==> config.mk <==
export PLATFORM = sky130hd
export DESIGN_NAME = vta_cordic
export DESIGN_NICKNAME = d
export VERILOG_FILES = /design/src/rtl/vta_pkg.sv /design/src/rtl/vta_cordic.sv
export SDC_FILE = /design/constraint.sdc
export NUM_CORES = 2
export LEC_CHECK = 0
export BUFFER_PORTS_ARGS = -buffer_cell sky130_fd_sc_hd__clkbuf_2
export CORE_ASPECT_RATIO = 0.9
export CORE_MARGIN = 4
export CORE_UTILIZATION = 48
export CTS_CLUSTER_DIAMETER = 40
export DETAILED_ROUTE_END_ITERATION = 6
export PLACE_DENSITY = 0.66
export SLEW_MARGIN = 20
export SYNTH_ARGS = -nofsm -noshare
export SYNTH_HDL_FRONTEND = slang
export SYNTH_SLANG_ARGS = --single-unit
==> constraint.sdc <==
create_clock -name clk -period 4.3 [get_ports clk]
set_clock_uncertainty 0.1 [all_clocks]
set_input_delay 0.43 -clock clk [delete_from_list [all_inputs] [get_ports clk]]
set_output_delay 0.43 -clock clk [all_outputs]
set_load 0.005 [all_outputs]
==> src/rtl/vta_pkg.sv <==
// Shared types, constants and the arctangent table for the direction-to-angles pipeline.
package vta_pkg;

    // CORDIC datapath: scaled components are 32-bit, plus gain growth and negation headroom.
    localparam int CW = 36;
    // Angle accumulator in 2^-16 degree.
    localparam int AW = 26;
    localparam int ACC_FRAC = 16;
    localparam int ATAN_LEN = 24;

    // Horizontal length: 64-bit radicand, 32-bit root, one root bit per stage.
    localparam int RAD_W = 64;
    localparam int ROOT_W = 32;
    localparam int REM_W = 36;
    localparam int SQ_STEPS = 32;

    localparam int DEG_90 = 90;
    localparam int DEG_270 = 270;
    localparam int DEG_360 = 360;

    typedef logic signed [CW-1:0] cdata_t;
    typedef logic signed [AW-1:0] acc_t;

    // 180 degrees in accumulator units
    localparam acc_t ACC_HALF_TURN = 26'sd11796480;

    typedef struct packed {
        logic zero_h;
        logic z_pos;
    } flags_t;

    // Payload carried alongside the yaw CORDIC
    typedef struct packed {
        logic [RAD_W-1:0] rad;
        cdata_t           zs;
        flags_t           flags;
    } yaw_side_t;

    // Payload carried alongside the square root
    typedef struct packed {
        acc_t   yaw_acc;
        cdata_t zs;
        flags_t flags;
    } sqrt_side_t;

    // Payload carried alongside the pitch CORDIC
    typedef struct packed {
        acc_t   yaw_acc;
        flags_t flags;
    } pitch_side_t;

    typedef struct packed {
        logic [15:0] yaw;
        logic [15:0] pitch;
    } result_t;

    // atan(2^-i) in 2^-16 degree, rounded to nearest
    function automatic acc_t atan_tab(input logic [4:0] idx);
        acc_t v;
        case (idx)
            5'd0:    v = 26'sd2949120;
            5'd1:    v = 26'sd1740967;
            5'd2:    v = 26'sd919879;
            5'd3:    v = 26'sd466945;
            5'd4:    v = 26'sd234379;
            5'd5:    v = 26'sd117304;
            5'd6:    v = 26'sd58666;
            5'd7:    v = 26'sd29335;
            5'd8:    v = 26'sd14668;
            5'd9:    v = 26'sd7334;
            5'd10:   v = 26'sd3667;
            5'd11:   v = 26'sd1833;
            5'd12:   v = 26'sd917;
            5'd13:   v = 26'sd458;
            5'd14:   v = 26'sd229;
            5'd15:   v = 26'sd115;
            5'd16:   v = 26'sd57;
            5'd17:   v = 26'sd29;
            5'd18:   v = 26'sd14;
            5'd19:   v = 26'sd7;
            5'd20:   v = 26'sd4;
            5'd21:   v = 26'sd2;
            5'd22:   v = 26'sd1;
            default: v = 26'sd0;
        endcase
        return v;
    endfunction

endpackage

==> src/rtl/vta_cordic.sv <==
// Pipelined vectoring CORDIC, one micro-rotation per register stage, with a side payload.
module vta_cordic #(
    parameter int STEPS  = 16,
    parameter int SIDE_W = 8
) (
    input  logic                clk,
    input  logic                rst_n,
    input  logic                en,
    input  logic                in_valid,
    input  vta_pkg::cdata_t     in_x,
    input  vta_pkg::cdata_t     in_y,
    input  vta_pkg::acc_t       in_acc,
    input  logic [SIDE_W-1:0]   in_side,
    output logic                out_valid,
    output vta_pkg::acc_t       out_acc,
    output logic [SIDE_W-1:0]   out_side
);

    vta_pkg::cdata_t   x_reg     [0:STEPS-2];
    vta_pkg::cdata_t   y_reg     [0:STEPS-2];
    vta_pkg::acc_t     acc_reg   [0:STEPS-1];
    logic [SIDE_W-1:0] side_reg  [0:STEPS-1];
    logic              valid_reg [0:STEPS-1];

    for (genvar i = 0; i < STEPS; i++)
    begin : g_stage
        vta_pkg::cdata_t   x_src;
        vta_pkg::cdata_t   y_src;
        vta_pkg::acc_t     acc_src;
        logic [SIDE_W-1:0] side_src;
        logic              valid_src;
        vta_pkg::acc_t     acc_next;

        if (i == 0)
        begin : g_first
            assign x_src     = in_x;
            assign y_src     = in_y;
            assign acc_src   = in_acc;
            assign side_src  = in_side;
            assign valid_src = in_valid;
        end
        else
        begin : g_rest
            assign x_src     = x_reg[i-1];
            assign y_src     = y_reg[i-1];
            assign acc_src   = acc_reg[i-1];
            assign side_src  = side_reg[i-1];
            assign valid_src = valid_reg[i-1];
        end

        // rotate toward y = 0: clockwise while y is non-negative
        assign acc_next = y_src[vta_pkg::CW-1] ? acc_src - vta_pkg::atan_tab(5'(i))
                                               : acc_src + vta_pkg::atan_tab(5'(i));

        always_ff @(posedge clk or negedge rst_n)
        begin
            if (!rst_n)
                valid_reg[i] <= 1'b0;
            else if (en)
                valid_reg[i] <= valid_src;
        end

        always_ff @(posedge clk)
        begin
            if (en)
            begin
                acc_reg[i]  <= acc_next;
                side_reg[i] <= side_src;
            end
        end

        if (i < STEPS - 1)
        begin : g_xy
            vta_pkg::cdata_t x_next;
            vta_pkg::cdata_t y_next;

            assign x_next = y_src[vta_pkg::CW-1] ? x_src - (y_src >>> i) : x_src + (y_src >>> i);
            assign y_next = y_src[vta_pkg::CW-1] ? y_src + (x_src >>> i) : y_src - (x_src >>> i);

            always_ff @(posedge clk)
            begin
                if (en)
                begin
                    x_reg[i] <= x_next;
                    y_reg[i] <= y_next;
                end
            end
        end
    end

    assign out_valid = valid_reg[STEPS-1];
    assign out_acc   = acc_reg[STEPS-1];
    assign out_side  = side_reg[STEPS-1];

endmodule

==> flow_metrics.py <==
metrics = {
    "timing": {
        "hold-worst-slack_ps": 95.4,
        "setup_viol": 34,
        "fin_crit_sh_pct": 104,
        "fmax_ghz": 0.223,
        "hold_violations": 0,
        "setup_tns_ps": -1700,
        "final_max_slew_viol_count": 0,
        "slew_headroom_pct": 41.8,
        "rsz0062_at_grt": "yes",
        "max_slew.worst_pin.slew_ps": 874,
        "period_minus_slack_ps": 4480,
        "worst_slack_ps": -176,
    },
    "flow_run": {
        "cap_violations": 0,
    },
    "place": {
        "place_ws_ps": -410,
        "dp.final_hpwl_um": 267000,
        "place.gp.congestion": 0.924,
        "port_buffers": 144,
    },
    "synth": {
        "yosysTopAreaCell": "edfxtp_1",
        "ys_async_sr_fraction_pct": 1.03,
        "syn-num-nets": 15225,
        "netlist_area_sq_um": 130000,
        "synth_ff_type": "edfxtp_1",
        "synth_edf_count": 1538,
        "synth.ff_latch_count": 1554,
        "yosysSeqAreaShare_pct": 35.9,
        "yosysTopAreaCellShare_pct": 35.6,
        "avgSynthCellArea_sq_um": 9.53,
        "ys.warnings.count": 0,
        "syn_inst": 13623,
        "ys_top_cells_by_area": "edfxtp_1, ha_1, xnor2_1",
        "yosys.cell_types.count": 102,
    },
    "clocking": {
        "clk_pin_slew_ps": 50,
        "ctsHtreeMaxLevel": 5,
        "clk_latency_ps": 820,
        "clockRootBuffer": "clkbuf_16",
        "clock-sinks": 1554,
        "clock_path_buffers": 4,
        "cts_tree": "yes",
        "cts_buffers": 266,
    },
    "route": {
        "wl_um": 349000,
        "vias": 110287,
        "via_per_inst": 5.58,
        "drtIter0Drc": 7507,
        "wl_per_cell_um": 17.7,
        "drc": 0,
        "drt_first_pass_iters": 6,
        "drtAntennaViolNets": 0,
    },
    "finish": {
        "fillers": 21999,
        "fin_util_pct": 62.2,
        "final_nets": 17614,
        "synthToLayoutAreaGrowth_pct": 28.5,
        "seqCellArea_sq_um": 46600,
        "largest_register_ffs": 504,
        "drive_gt1_share_pct": 24.6,
        "multi_input_area_sq_um": 86000,
    },
    "critical_path": {
        "cp-startpoint": "x_reg[0][269]$_DFFE_PP_",
        "reg2reg_from": "x_reg[0][269]$_DFFE_PP_",
        "rr_worst_depth": 20,
        "reg2reg_slack_ps": -180,
        "worst-path-stages": 20,
        "max_stage_delay_ps": 550,
        "crit_top_cell": "a21o_1",
        "cp_cell_sequence": "nor3_2 > nand2b_1 > nor4_2 > nand2b_1 > or4_4 > buf_6 > nor4_4 > buf_4 > and3_4 > nor2_2 > xor2_1 > ha_2 > a21o_1 > a21o_1 > a21o_1 > a21o_1 > a21oi_2 > o21bai_1 > a221oi_2 > xnor2_1",
        "crit_path_end_kind": "flop",
        "worstPathArrival_ps": 4930,
        "cp_max_fo": 3,
        "worstSetupPathType": "flop to flop",
        "crit_slowest_cell": "or4_4",
        "r2r-end": "y_reg[8][34]$_DFFE_PP_",
        "critPathLaunchType": "flop",
        "cp-endpoint": "y_reg[8][34]$_DFFE_PP_",
        "critPathRequiredTime_ps": 4760,
        "critical_path_buf_inv_count": 2,
        "crit_family": "simple AND/OR/NAND/NOR gates",
    },
    "grt": {
        "grt_pass1_vias": 104969,
        "grt_start_max_net_pins": 124,
        "overflow": 0,
        "grt_pass1_wl_um": 546000,
        "grt_antenna_before_repair": 3,
        "grt.total_usage_pct": 23.5,
    },
    "worst_hold_path": {
        "whs_path_depth": 4,
        "hold_class": "input port to flop",
    },
    "floorplan": {
        "ios": 145,
        "dieHeight_um": 501,
        "start_util_pct": 48.4,
        "die_area_sq_um": 279000,
        "die_x_um": 556,
        "coreArea_sq_um": 268000,
        "rows": 180,
    },
    "status": {
        "violations": "negative setup slack",
        "outcome": "finished with violations",
    },
}
through the flow:
step	cell area, sq um	cells
CTS	160000	19502
floorplan	130000	13623
global placement	148000	18888
finish	167000	19767
global route	167000	19767
detailed placement	148000	18888
kinds of logic after synthesis:
group,synth area share (%)
AOI/OAI and AO/OA,19.6
xor gates and xnor gates,13.0
adders and majority gates,14.6
buffers and inverters,2.79
DFF,35.9
muxes,0.705
and+or+nand+nor,13.5
cell type report:
class	instances	area share (%)
inverters	646	1.46
clock inverters	166	1.12
diodes	2	0.00300
multi-input cells	11134	51.5
repair buffers	2410	11.1
clock buffers	306	4.17
well taps	3549	2.66
flip-flops and latches	1554	27.9
Yosys cell counts, drive strengths merged (30+ instances only):
cell and n:
edfxtp 1538, a21oi 1510, ha 1448, nor2 1229
xnor2 1228, xor2 695, nand2 665, inv 643
o21ai 643, a21o 630, nor3 340, clkbuf 225
nand3 218, nand2b 216, nor2b 216, o21a 213
o21bai 206, a31oi 163, and3 125, nand4 108
nor4 98, a211oi 96, and2 93, or3 86
buf 64, o211ai 61, o41ai 55, o31ai 54
mux2 51, a21boi 44, fa 44, o31a 40
a211o 38, or4 37, nor3b 35, mux2i 34
or2 32, nor4b 30
tightest hold or removal path, cell delays in order:
cell and delay [ps]:
clkbuf_2 160, fa_1 200, nand2_1 50, o21ai_0 60
worst min-delay path by stage:
stage                   from  slack (ps)                           endpoint
floorplan              rst_n          30  g_stage[10].valid_src$_DFFE_PN0P_
global placement       rst_n         260   g_stage[3].valid_src$_DFFE_PN0P_
detailed placement     rst_n         270   g_stage[4].valid_src$_DFFE_PN0P_
CTS                  in_x[1]          40              x_reg[0][1]$_DFFE_PP_
global route        in_y[35]          90           acc_reg[0][24]$_DFFE_PP_
finish               in_x[1]         100              x_reg[0][1]$_DFFE_PP_
layer usage:
metal	part of all wire (%)	up-vias	track usage, %
li1	-	55001	-
met5	0	-	0
met4	2.6	0	5.73
met2	49	2314	41.1
met1	44	52418	31.2
met3	4.0	554	2.49
repair_timing:
| action | CTS | global route |
|---|---|---|
| gates resized for setup | 319 | 1121 |
| hold endpoints to repair | 67 | 0 |
| hold buffers | 36 | 0 |
| cloned | 0 | 0 |
| pin swaps | 235 | 897 |
| buffers inserted | 110 | 293 |
| setup endpoints to repair | 199 | 311 |
cell usage in the layout (no fill, tap or decap), types with 185 or more instances in the layout:
cell type	Yosys	layout
edfxtp_1	1538	1538
a21oi_1	1508	1277
o21bai_1	205	202
nand2_1	665	609
a21oi_2	2	217
xor2_1	695	691
nor3_1	340	276
buf_4	26	2100
clkbuf_16	0	273
o21a_1	213	211
o21ai_0	469	385
nor2b_1	216	194
o21ai_1	174	185
inv_1	640	630
ha_1	1448	1399
nor2_1	1228	1141
xnor2_1	1228	1203
a21o_1	630	630
nand3_1	218	196
nand2b_1	216	210
Power is left out: the tool's default activity adds up to more than one toggle a clock period on the data nets, which glitch-free logic cannot reach.
