## src/rtl/vta_pkg.sv

```systemverilog
// Shared types, constants and the arctangent table for the direction-to-angles pipeline.
package vta_pkg;

    // CORDIC datapath: scaled components are 32-bit, plus gain growth and negation headroom.
    localparam int CW = 36;
    // Angle accumulator in 2^-16 degree.
    localparam int AW = 26;
    localparam int ACC_FRAC = 16;
    localparam int ATAN_LEN = 24;

    // Horizontal length: 64-bit radicand, 32-bit root, one root bit per stage.
    localparam int RAD_W = 64;
    localparam int ROOT_W = 32;
    localparam int REM_W = 36;
    localparam int SQ_STEPS = 32;

    localparam int DEG_90 = 90;
    localparam int DEG_270 = 270;
    localparam int DEG_360 = 360;

    typedef logic signed [CW-1:0] cdata_t;
    typedef logic signed [AW-1:0] acc_t;

    // 180 degrees in accumulator units
    localparam acc_t ACC_HALF_TURN = 26'sd11796480;

    typedef struct packed {
        logic zero_h;
        logic z_pos;
    } flags_t;

    // Payload carried alongside the yaw CORDIC
    typedef struct packed {
        logic [RAD_W-1:0] rad;
        cdata_t           zs;
        flags_t           flags;
    } yaw_side_t;

    // Payload carried alongside the square root
    typedef struct packed {
        acc_t   yaw_acc;
        cdata_t zs;
        flags_t flags;
    } sqrt_side_t;

    // Payload carried alongside the pitch CORDIC
    typedef struct packed {
        acc_t   yaw_acc;
        flags_t flags;
    } pitch_side_t;

    typedef struct packed {
        logic [15:0] yaw;
        logic [15:0] pitch;
    } result_t;

    // atan(2^-i) in 2^-16 degree, rounded to nearest
    function automatic acc_t atan_tab(input logic [4:0] idx);
        acc_t v;
        case (idx)
            5'd0:    v = 26'sd2949120;
            5'd1:    v = 26'sd1740967;
            5'd2:    v = 26'sd919879;
            5'd3:    v = 26'sd466945;
            5'd4:    v = 26'sd234379;
            5'd5:    v = 26'sd117304;
            5'd6:    v = 26'sd58666;
            5'd7:    v = 26'sd29335;
            5'd8:    v = 26'sd14668;
            5'd9:    v = 26'sd7334;
            5'd10:   v = 26'sd3667;
            5'd11:   v = 26'sd1833;
            5'd12:   v = 26'sd917;
            5'd13:   v = 26'sd458;
            5'd14:   v = 26'sd229;
            5'd15:   v = 26'sd115;
            5'd16:   v = 26'sd57;
            5'd17:   v = 26'sd29;
            5'd18:   v = 26'sd14;
            5'd19:   v = 26'sd7;
            5'd20:   v = 26'sd4;
            5'd21:   v = 26'sd2;
            5'd22:   v = 26'sd1;
            default: v = 26'sd0;
        endcase
        return v;
    endfunction

endpackage

```

## src/rtl/vta_outbuf.sv

```systemverilog
// Output register with a skid entry; the pipeline enable comes from a register.
module vta_outbuf (
    input  logic             clk,
    input  logic             rst_n,
    input  logic             in_valid,
    input  vta_pkg::result_t in_data,
    output logic             en,
    output logic             out_valid,
    input  logic             out_ready,
    output vta_pkg::result_t out_data
);

    logic             out_valid_reg;
    logic             out_valid_next;
    logic             skid_valid_reg;
    logic             skid_valid_next;
    vta_pkg::result_t out_data_reg;
    vta_pkg::result_t skid_data_reg;
    logic             out_free;
    logic             take;
    logic             load_out_skid;
    logic             load_out_in;
    logic             load_skid;

    assign en       = !skid_valid_reg;
    assign take     = in_valid && en;
    assign out_free = !out_valid_reg || out_ready;

    assign load_out_skid = skid_valid_reg && out_free;
    assign load_out_in   = take && out_free;
    assign load_skid     = take && !out_free;

    always_comb
    begin
        out_valid_next  = out_valid_reg && !out_ready;
        skid_valid_next = skid_valid_reg;
        if (load_out_skid)
        begin
            out_valid_next  = 1'b1;
            skid_valid_next = 1'b0;
        end
        else if (load_out_in)
        begin
            out_valid_next = 1'b1;
        end
        else if (load_skid)
        begin
            skid_valid_next = 1'b1;
        end
    end

    always_ff @(posedge clk or negedge rst_n)
    begin
        if (!rst_n)
        begin
            out_valid_reg  <= 1'b0;
            skid_valid_reg <= 1'b0;
        end
        else
        begin
            out_valid_reg  <= out_valid_next;
            skid_valid_reg <= skid_valid_next;
        end
    end

    always_ff @(posedge clk)
    begin
        if (load_out_skid)
            out_data_reg <= skid_data_reg;
        else if (load_out_in)
            out_data_reg <= in_data;
        if (load_skid)
            skid_data_reg <= in_data;
    end

    assign out_valid = out_valid_reg;
    assign out_data  = out_data_reg;

    // skid entry fills only behind a held output
    a_skid_behind_out: assert property (@(posedge clk) disable iff (!rst_n)
        skid_valid_reg |-> out_valid_reg)
        else $error("skid entry valid without output valid");

    a_skid_fill_cause: assert property (@(posedge clk) disable iff (!rst_n)
        $rose(skid_valid_reg) |-> $past(out_valid_reg && !out_ready && in_valid))
        else $error("skid entry filled without a stalled output");

endmodule

```

## config.mk

```make
export PLATFORM = sky130hd
export DESIGN_NAME = vta_outbuf
export DESIGN_NICKNAME = d
export VERILOG_FILES = /design/src/rtl/vta_pkg.sv /design/src/rtl/vta_outbuf.sv
export SDC_FILE = /design/constraint.sdc
export NUM_CORES = 1
export LEC_CHECK = 0
export BUFFER_PORTS_ARGS = -buffer_cell sky130_fd_sc_hd__buf_2
export CAP_MARGIN = 20
export CORE_ASPECT_RATIO = 1.2
export CORE_MARGIN = 3
export CORE_UTILIZATION = 36
export DETAILED_ROUTE_END_ITERATION = 6
export PLACE_DENSITY_LB_ADDON = 0.1
export SLEW_MARGIN = 10
export SYNTH_ARGS = -nofsm -noshare
export SYNTH_HDL_FRONTEND = slang
export SYNTH_SLANG_ARGS = --single-unit
```

## constraint.sdc

```tcl
create_clock -name clk -period 9 [get_ports clk]
set_input_delay 2.25 -clock clk [delete_from_list [all_inputs] [get_ports clk]]
set_output_delay 2.25 -clock clk [all_outputs]
set_load 0.05 [all_outputs]
```

==> run_results.csv, run 1 <==
group,metric,value,unit
clock_tree,root_buffer,"clkbuf_8",
clock_tree,cts.hold.buffers_added,0,
worst_setup_path,critPathArrivalTime,3.46,ns
yosys,yosys_warnings,0,
die,die_x,82.5,um
run,maxCapViolCount,0,
yosys,netlist.area_leader.share,0.760,
timing,layout_min_cycle_time,3.45,ns
worst_setup_path,r2r_setup_slack,7.18,ns
yosys,synth_cell_types,12,
die,start_util,0.383,
clock_tree,cts_max_path_buffers,2,
yosys,synthCells,109,
power_and_ir_drop,p_per_area,221,nW/um2
clock_tree,tritoncts,"built",
yosys,synth_area_leader_cell,"edfxtp_1",
timing,fin_tns_setup,0,ns
timing,relSlewSlack,0.510,
power_and_ir_drop,power_frac_clock,0.326,
die,die_height,97.8,um
die,rows,32,
power_and_ir_drop,netSwitchingPower,0.000180,W
worst_setup_path,end_kind,"register",
finish,fin_util,0.481,
power_and_ir_drop,pwr-share-seq,0.523,
yosys,syn_nets,145,
clock_tree,post-cts-setup-buffers,0,
clock_tree,cts_resized,0,
grt,antenna_found_initial,0,
worst_setup_path,critPathLaunch,"out_ready",
drt,drcViolationCount,0,
run_status,status,"finished clean",
grt,grt_overflow,0,
placed_design,gp_congestion,0.605,
yosys,synth-seq-cells,66,
drt,final_antenna_net_count,0,
clock_tree,numCtsBuffers,9,
drt,vias_per_cell,4.43,
hold_path,holdPathEnd,"out_data[5]$_DFFE_PP_",
drt,wl,4.19,mm
worst_setup_path,worstPathMaxFanout,17,
timing,whs,0.548,ns
power_and_ir_drop,intPower,0.000521,W
power_and_ir_drop,switching_share,0.257,
timing,maxClockFrequency,0.290,GHz
timing,finClkSkew,0.00485,ns
timing,rsz0062_at_grt,"false",
clock_tree,cts_num_sinks,66,
timing,worst_pin_slew,0.736,ns
yosys,yosys-top-cells-area,"edfxtp_1 (76%), mux2_4 (18%), dfrtp_1 (2.0%)",
power_and_ir_drop,pwr-share-comb,0.151,
drt,drtIter0Drc,44,
power_and_ir_drop,peakVddDrop,0.000102,V
timing,fin_crit_sh,0.384,
finish,drive_above_1_share,0.626,
timing,setup_viol_count_final,0,
worst_setup_path,r2r-end,"out_data[9]$_DFFE_PP_",
yosys,synth_area,2530,um2
worst_setup_path,reg2reg_from,"out_valid$_DFF_PN0_",
power_and_ir_drop,power_leakage,1.33,nW
grt,grt_pass1_wl,6.35,mm
hold_path,hold_start,"skid_data_reg[5]$_DFFE_PP_",
die,dieArea,8070,um2
clock_tree,path_clk_slew,0.06,ns
finish,fillers,593,
timing,hold_viol,0,
die,io_pins,70,
worst_setup_path,critical_path_class,"primary input to register",
drt,wl_per_cell,15.0,um
placed_design,hpwl,2.91,mm
finish,nNetsFinal,226,
yosys,avgSynthCellArea,23.2,um2
drt,vias,1239,
die,core_area,6610,um2
clock_tree,clk_latency,0.32,ns
finish,area_delta_synth_final,25.7,%
grt,grt_pass1_vias,1289,
grt,grt_start_max_net_pins,33,
worst_setup_path,worst-endpoint-required,9.01,ns
clock_tree,cts_htree_levels,3,
hold_path,whs_path_depth,1,
worst_setup_path,start_kind,"primary input",
placed_design,portBuffers,69,
hold_path,hp-class,"register to register",
drt,drt-pass1-iter-count,3,
finish,n_antenna_cell,0,
worst_setup_path,r2r_cells,3,
timing,slew_violations,0,
yosys,yosysSeqAreaShare,0.780,
grt,grt_use_total,0.109,
## worst max-delay path, cell delays in order
cell      delay, ns
buf_2          0.08
nand2b_4       0.14
o21a_1         0.61
buf_4          0.38
## through the flow
stage,setup WS [ns],power (W),area (um2),std cells
after global placement,5.05,0.000478,2970,263
after detailed placement,4.99,0.000481,2970,263
after CTS,5.34,0.000711,3160,279
after global routing,5.46,0.000731,3180,280
after floorplan,3.70,0.000452,2530,109
final,5.55,0.000701,3180,280
## final cells by class
type                    count  area (um2)  area share
clock inverters             7        60.1      0.0189
multi-input cells          39         524       0.165
repair buffers             73         388       0.122
inverters                   1        3.75     0.00118
flip-flops and latches     66        1970       0.620
well taps                  85         106      0.0335
clock buffers               9         124      0.0390
## cell usage after synthesis
cell and instances:
edfxtp_1 64, mux2_4 30, buf_6 3, dfrtp_1 2, mux2_2 2, nor2_1 2
inv_1 1, nand2_1 1, nand2_2 1, nand2b_4 1, nor3b_1 1, o21a_1 1
## cells in the final DEF (no fill, tap or decap)
master | Yosys | final
nor2_1 | 2 | 2
nand2_1 | 1 | 1
clkinvlp_4 | 0 | 1
buf_4 | 0 | 3
buf_2 | 0 | 69
nand2_2 | 1 | 1
o21a_1 | 1 | 1
nand2b_4 | 1 | 1
dfrtp_1 | 2 | 2
nor3b_2 | 0 | 1
bufinv_16 | 0 | 1
inv_1 | 1 | 1
mux2_4 | 30 | 30
mux2_2 | 2 | 2
clkinv_2 | 0 | 3
edfxtp_1 | 64 | 64
buf_12 | 0 | 1
clkbuf_8 | 0 | 9
clkinv_1 | 0 | 2
## worst max path at each step
stage / end / slack, ns / depth (start not counted)
2_1_floorplan: skid_data_reg[0]$_DFFE_PP_ / 3.70 / 2
3_3_place_gp: out_data[30]$_DFFE_PP_ / 5.05 / 4
3_5_place_dp: out_data[31]$_DFFE_PP_ / 4.99 / 4
4_1_cts: out_data[31]$_DFFE_PP_ / 5.34 / 4
5_1_grt: out_data[9]$_DFFE_PP_ / 5.46 / 4
6_report: out_data[9]$_DFFE_PP_ / 5.55 / 4
## cell families after synthesis
group,Yosys count,share of synthesized area
buf+inv,4,0.0148
mux,32,0.187
simple gates,6,0.0153
compound gates,1,0.00297
flops,66,0.780
## power by group through the flow
| stage | logic, W | registers (W) | clock network, W |
|---|---|---|---|
| 3_3_place_gp | 0.000105 | 0.000373 | 0 |
| 5_1_grt | 0.000111 | 0.000369 | 0.000251 |
| 6_report | 0.000106 | 0.000367 | 0.000228 |
| 3_5_place_dp | 0.000107 | 0.000374 | 0 |
| 2_1_floorplan | 0.0000347 | 0.000418 | 0 |
| 4_1_cts | 0.000107 | 0.000367 | 0.000237 |
## per-layer routing
| metal | vias up | track usage | part of all wire |
|---|---|---|---|
| met1 | 591 | 0.127 | 0.41 |
| met5 | - | 0 | 0 |
| met2 | 48 | 0.165 | 0.48 |
| met3 | 11 | 0.0443 | 0.084 |
| met4 | 0 | 0.0679 | 0.027 |
| li1 | 589 | - | - |
No activity file was read; power rests on OpenSTA's default activity.
==> inputs of run 2 (changes only) <==
clock period = 2.75 ns   (was 9 ns; I/O delays follow)
==> run_results.csv, run 2 (synthesis gave the netlist of run 1 again) <==
group,metric,value,unit
finish,drive_above_1_share,0.621,
placed_design,dpl_cell_area,2990,um2
die,rows,32,
run,maxCapViolCount,0,
die,die_x,82.5,um
die,die_height,97.8,um
clock_tree,cts_resized,0,
clock_tree,numCtsBuffers,9,
worst_setup_path,end_kind,"output port",
power_and_ir_drop,finalPower,0.00240,W
die,dieArea,8070,um2
power_and_ir_drop,power_leakage,1.32,nW
worst_setup_path,start_kind,"register",
drt,wl_per_cell,15.2,um
die,start_util,0.383,
timing,fin_crit_sh,0.650,
drt,drcViolationCount,0,
finish,final_area,3200,um2
finish,n_antenna_cell,0,
timing,relSlewSlack,0.705,
grt,grt_overflow,0,
grt,grt_pass1_vias,1349,
grt,grt_use_total,0.111,
drt,final_antenna_net_count,0,
worst_setup_path,critical_path_class,"register to output port",
timing,layout_min_cycle_time,1.79,ns
timing,slew_violations,0,
finish,area_delta_synth_final,26.5,%
drt,drtIter0Drc,78,
clock_tree,clk_latency,0.32,ns
timing,maxClockFrequency,0.560,GHz
die,io_pins,70,
run_status,status,"finished clean",
placed_design,portBuffers,69,
clock_tree,root_buffer,"clkbuf_8",
drt,wl,4.25,mm
drt,vias_per_cell,4.45,
placed_design,gp_congestion,0.603,
drt,vias,1246,
clock_tree,cts_htree_levels,3,
placed_design,placedCellCount,264,
clock_tree,cts_num_sinks,66,
finish,layout_commonest_cell,"buf_2",
drt,drt-pass1-iter-count,4,
hold_path,hp-class,"primary input to async pin",
worst_setup_path,worst-endpoint-required,2.06,ns
clock_tree,post-cts-setup-buffers,0,
worst_setup_path,critPathArrivalTime,1.10,ns
grt,grt_start_max_net_pins,33,
worst_setup_path,worstPathMaxFanout,5,
finish,final_cell_mix,"buf_2 (69), edfxtp_1 (64), mux2_4 (30)",
timing,hold_viol,0,
timing,setup_viol_count_final,0,
timing,fin_tns_setup,0,ns
grt,grt_pass1_wl,6.57,mm
timing,rsz0062_at_grt,"false",
clock_tree,tritoncts,"built",
grt,antenna_found_initial,0,
clock_tree,cts.hold.buffers_added,0,
power_and_ir_drop,p_per_area,749,nW/um2
finish,nNetsFinal,226,
clock_tree,path_clk_slew,0.07,ns
timing,worst_pin_slew,0.442,ns
finish,finalNonFillerCells,280,
finish,fin_util,0.484,
clock_tree,cts_max_path_buffers,2,
timing,finClkSkew,0.00700,ns
die,core_area,6610,um2
power_and_ir_drop,peakVddDrop,0.000401,V
## run 2: final timing paths
kind	slack, ns	cells past startpoint	to	start
worst max-delay path	0.96	2	en	skid_valid_reg$_DFFE_PN0P_
worst min-delay path	0.14	1	out_valid$_DFF_PN0_	rst_n
worst max register to register	1.27	4	out_data[30]$_DFFE_PP_	out_valid$_DFF_PN0_
worst min register to register	0.55	1	out_data[1]$_DFFE_PP_	skid_data_reg[1]$_DFFE_PP_
max in group asynchronous	2.52	1	skid_valid_reg$_DFFE_PN0P_	rst_n
min in group clk	0.55	1	out_data[1]$_DFFE_PP_	skid_data_reg[1]$_DFFE_PP_
## run 2: where the power goes
| group | internal [W] | switching [W] |
|---|---|---|
| combinational | 0.000113 | 0.000232 |
| clock | 0.000508 | 0.000341 |
| sequential | 0.00118 | 0.0000174 |
## run 2: critical path, stage by stage (launching register included)
cell and delay [ns]:
dfrtp_1 0.45, inv_1 0.08, buf_2 0.25
## run 2: area by class of cell
cell class / count / area [um2]
fill: 584 / 3410
multi-input combinational: 39 / 531
tap: 85 / 106
clock inverter: 5 / 78.8
clock buffer: 11 / 131
sequential: 66 / 1970
inverter: 1 / 3.75
timing repair buffer: 73 / 375
## run 2: per-layer routing
| layer | wire, um | GRT usage |
|---|---|---|
| met1 | 1810 | 0.140 |
| met2 | 1920 | 0.161 |
| met3 | 422 | 0.0406 |
| met4 | 95 | 0.0642 |
| met5 | 0 | 0 |
## run 2: metrics by stage
step           hold slack (ns)  setup WS (ns)
2_1_floorplan            0.392          0.149
3_3_place_gp             0.472          0.808
3_5_place_dp             0.478          0.786
4_1_cts                  0.120          0.934
5_1_grt                  0.125          0.882
6_report                 0.138          0.963
